## src/design/prt_divider.sv

```systemverilog
// Pipelined restoring divider, one quotient bit per stage, several lanes.
`default_nettype none
module prt_divider #(
    parameter int unsigned LANES = 1,
    parameter int unsigned DW    = 24,
    parameter int unsigned VW    = 24,
    parameter int unsigned SW    = 1
) (
    input  wire logic                        clk,
    input  wire logic                        rst_n,
    input  wire logic                        en,
    input  wire logic                        in_valid,
    input  wire logic [SW-1:0]               in_side,
    input  wire logic [LANES-1:0][DW-1:0]    dividend,
    input  wire logic [LANES-1:0][VW-1:0]    divisor,
    output logic                             out_valid,
    output logic [SW-1:0]                    out_side,
    output logic [LANES-1:0][DW-1:0]         quot,
    output logic [LANES-1:0][VW-1:0]         rem
);

    logic [LANES-1:0][VW-1:0] rem_reg  [DW];
    logic [LANES-1:0][DW-1:0] quo_reg  [DW];
    logic [LANES-1:0][VW-1:0] dvs_reg  [DW];
    logic [SW-1:0]            side_reg [DW];
    logic [DW-1:0]            vld_reg;

    logic [LANES-1:0][VW-1:0] src_rem  [DW];
    logic [LANES-1:0][DW-1:0] src_quo  [DW];
    logic [LANES-1:0][VW-1:0] src_dvs  [DW];
    logic [LANES-1:0][VW-1:0] rem_next [DW];
    logic [LANES-1:0][DW-1:0] quo_next [DW];

    for (genvar k = 0; k < DW; k++) begin : g_src
        if (k == 0) begin : g_first
            assign src_rem[k] = '0;
            assign src_quo[k] = dividend;
            assign src_dvs[k] = divisor;
        end else begin : g_rest
            assign src_rem[k] = rem_reg[k-1];
            assign src_quo[k] = quo_reg[k-1];
            assign src_dvs[k] = dvs_reg[k-1];
        end
    end

    // shift in the next dividend bit, subtract when the divisor fits
    always_comb
    begin
        logic [VW:0] trial;
        logic        ge;
        for (int k = 0; k < DW; k++)
        begin
            for (int l = 0; l < LANES; l++)
            begin
                trial = {src_rem[k][l], src_quo[k][l][DW-1]};
                ge    = (trial >= {1'b0, src_dvs[k][l]});
                rem_next[k][l] = ge ? VW'(trial - {1'b0, src_dvs[k][l]})
                                    : trial[VW-1:0];
                quo_next[k][l] = {src_quo[k][l][DW-2:0], ge};
            end
        end
    end

    always_ff @(posedge clk or negedge rst_n)
    begin
        if (!rst_n)
        begin
            vld_reg <= '0;
        end
        else if (en)
        begin
            vld_reg <= {vld_reg[DW-2:0], in_valid};
        end
    end

    always_ff @(posedge clk)
    begin
        if (en)
        begin
            side_reg[0] <= in_side;
            for (int k = 1; k < DW; k++)
            begin
                side_reg[k] <= side_reg[k-1];
            end
            for (int k = 0; k < DW; k++)
            begin
                rem_reg[k] <= rem_next[k];
                quo_reg[k] <= quo_next[k];
                dvs_reg[k] <= src_dvs[k];
            end
        end
    end

    assign out_valid = vld_reg[DW-1];
    assign out_side  = side_reg[DW-1];
    assign quot      = quo_reg[DW-1];
    assign rem       = rem_reg[DW-1];

endmodule
`default_nettype wire

```

## config.mk

```make
export PLATFORM = sky130hd
export DESIGN_NAME = prt_divider
export DESIGN_NICKNAME = d
export VERILOG_FILES = /design/src/design/prt_divider.sv
export SDC_FILE = /design/constraint.sdc
export NUM_CORES = 2
export LEC_CHECK = 0
export CORE_UTILIZATION = 58
export DETAILED_ROUTE_END_ITERATION = 10
export DONT_BUFFER_PORTS = 1
export HOLD_SLACK_MARGIN = 0.12
export PLACE_DENSITY_LB_ADDON = 0.05
export SLEW_MARGIN = 10
export SYNTH_ARGS = -nofsm -noshare
export SYNTH_HDL_FRONTEND = slang
export SYNTH_SLANG_ARGS = --single-unit
```

## constraint.sdc

```tcl
create_clock -name clk -period 3.14 [get_ports clk]
set_input_delay 0.628 -clock clk [delete_from_list [all_inputs] [get_ports clk]]
set_output_delay 0.628 -clock clk [all_outputs]
set_load 0.02 [all_outputs]
```

==> impl_metrics.json <==
{
  "status": "finished, violations left",
  "failed_checks": "setup timing",
  "holdWs_ns": 0.2573,
  "synth.most_common_cell": "edfxtp_1",
  "drtIter0Drc": 4327,
  "post-place-ws_ns": -0.7076,
  "grt_use_total": 0.2491,
  "yosys_most_used_dff": "edfxtp_1",
  "dp_hpwl_mm": 138.1,
  "period_share": 1.089,
  "yosysSeqAreaShare": 0.5919,
  "endpoint_kind": "flip-flop",
  "initial_core_util": 0.5838,
  "cts_tree": "built",
  "crit_arrival_ns": 3.98,
  "peakVddDrop_mv": 0.6366,
  "die_w_um": 393.0,
  "final_layout_size_suffix_gt1_frac": 0.2146,
  "worstPathRequired_ns": 3.70,
  "nFillCells": 10670,
  "cts.root.buffer_cell": "clkbuf_16",
  "boundaryPins": 103,
  "min_to": "rem_reg[0][1]",
  "slowest_delay_ns": 0.41,
  "synth_edf_count": 1728,
  "r2r_slack_ns": -0.28,
  "slew_violations": 0,
  "fin_ws_ns": -0.2809,
  "dr_total_vias": 57970,
  "postLayoutCellArea_mm2": 0.1062,
  "port_buffers": 0,
  "crit_type": "reg2reg",
  "core_mm2": 0.1519,
  "antenna_found_initial": 3,
  "synth_top_area_cell": "edfxtp_1",
  "grt_pass1_vias": 55930,
  "drt_pass1_iterations": 6,
  "ant_nets": 0,
  "gp_congestion": 0.9164,
  "hold_class": "in2reg",
  "synthTopCellsByArea": "edfxtp_1 59%, ha_1 7.8%, mux2_2 3.6%",
  "setup_viol": 103,
  "p_leak_nw": 43.18,
  "fin_tns_setup_ns": -11.71,
  "synth.top_cell.area_share": 0.5852,
  "synth_cell_types": 83,
  "h-tree-depth": 4,
  "drcViolationCount": 0,
  "grt_max_degree": 263,
  "rsz0062_at_grt": "true",
  "crit-reg2reg-launch": "dvs_reg[0][54]",
  "grt-ovfl-total": 0,
  "cts.sinks": 1752,
  "area_growth_pct": 19.76,
  "power_mw": 111.4,
  "die_area_mm2": 0.1545,
  "grt_pass1_wl_mm": 300.8,
  "rows": 143,
  "fmax_mhz": 292.3,
  "path_clk_slew_ns": 0.06,
  "cp-start-kind": "flip-flop",
  "whs_path_depth": 3,
  "netlist_top_cells_count": "1728 x edfxtp_1, 714 x inv_1, 554 x ha_1",
  "syn_nets": 7762,
  "die_height_um": 393.0,
  "ys_warn_count": 0,
  "crit_chain": "inv_2 > ha_4 > a21o_1 > a31o_1 > or3_1 > o21ai_2 > o31ai_4 > a221oi_2 > a21oi_2 > a2111oi_4 > buf_6 > clkbuf_16 > mux2_1",
  "period_minus_slack_ns": 3.421,
  "via_per_inst": 5.722,
  "drv_cap": 0,
  "ys_ff_latch": 1752,
  "placed_area_mm2": 0.09577,
  "layout.nets": 8581,
  "r2r-end": "rem_reg[0][88]",
  "synthArstFlopShare": 0.01370,
  "skew_ns": 0.05006,
  "regArea_mm2": 0.05249,
  "relSlewSlack": 0.1221,
  "multiInputGateArea_mm2": 0.03466,
  "cts_max_path_buffers": 3,
  "postSynthAreaPerCell_um2": 12.43,
  "critPathSlowestCell": "edfxtp_1",
  "finalHoldViolCount": 0,
  "cp_max_fo": 6,
  "wire_per_inst_um": 19.71,
  "clk_latency_ns": 0.83,
  "drt-total-wl_mm": 199.7,
  "power.density_mw_per_mm2": 1049,
  "rr_worst_depth": 13,
  "syn-cell-area_mm2": 0.08868,
  "cts_buffers": 181,
  "hp-start": "divisor[1]",
  "tightest_slew_ns": 1.317,
  "synthCells": 7132
}
kinds of logic (layout without fill, tap and decap cells):
group | after synthesis | after routing | synth area share
buffers and inverters | 929 | 1894 | 0.04201
muxes | 332 | 332 | 0.04168
other | 0 | 4 | 0
DFF | 1752 | 1752 | 0.5919
and+or+nand+nor | 1418 | 1418 | 0.07652
AOI/OAI and AO/OA | 1699 | 1699 | 0.1225
xor gates and xnor gates | 425 | 425 | 0.04198
adders and majority gates | 577 | 577 | 0.08336
final cells by class:
cell class | instances | share of cell area
antenna | 4 | 0.00009425
clock buffer | 210 | 0.04406
clock inverter | 119 | 0.01287
inverter | 714 | 0.02524
multi-input combinational | 4451 | 0.3264
sequential | 1752 | 0.4943
tap | 2030 | 0.02392
timing repair buffer | 851 | 0.07320
power by group:
group | internal, mW | total (mW) | switching [mW]
Combinational | 26.3 | 52.8 | 26.5
Clock | 12.2 | 21.5 | 9.32
Sequential | 33.5 | 37.1 | 3.58
Total | 72.0 | 111 | 39.4
metal layers:
metal / vias up / global-route usage / routed length [um]
met5: - / 0 / 0
met4: 0 / 0.08100 / 5882
met3: 330 / 0.04205 / 10680
met2: 1408 / 0.4059 / 94240
met1: 28210 / 0.3400 / 88920
li1: 28030 / - / -
cells in the final DEF (no fill, tap or decap), types with 201 or more instances in the layout:
cell type	n
edfxtp_1	1728
xnor2_1	277
nand2_1	382
a21oi_1	435
nor2_1	367
clkbuf_16	201
ha_1	518
a21o_1	246
buf_4	694
o21ai_0	320
inv_1	698
mux2_2	234
per-stage QoR:
step                        util  std cells
final                     0.6991      10130
after global routing      0.6990      10130
after CTS                 0.6839      10040
after detailed placement  0.6305       9595
after global placement    0.6305       9595
after floorplan                -       7132
worst max-delay path by stage:
stage | start | end | slack [ns] | cells past startpoint
6_report | dvs_reg[0][54] | rem_reg[0][88] | -0.28 | 13
2_1_floorplan | dvs_reg[1][1] | rem_reg[1][41] | -0.15 | 12
3_5_place_dp | en | quo_reg[2][79] | -0.71 | 3
4_1_cts | rem_reg[1][0] | rem_reg[1][38] | -0.26 | 11
5_1_grt | dvs_reg[0][54] | rem_reg[0][88] | -0.39 | 13
3_3_place_gp | en | rem_reg[1][111] | -0.66 | 3
critical path, delay by kind of cell (launching register included):
kind	cells	cell delay (ns)
compound gates	7	1.48
fa+ha+maj	1	0.20
buf+inv	3	0.46
flops	1	0.41
mux	1	0.32
simple gates	1	0.32
repair_timing:
item | CTS | global route
pin swaps | 57 | 141
gates cloned | 14 | 23
hold buffers | 52 | 0
setup buffers | 48 | 75
setup endpoints to repair | 350 | 625
gates resized for setup | 210 | 307
hold endpoints to repair | 113 | 0
Power figures use the tool's default switching activity.
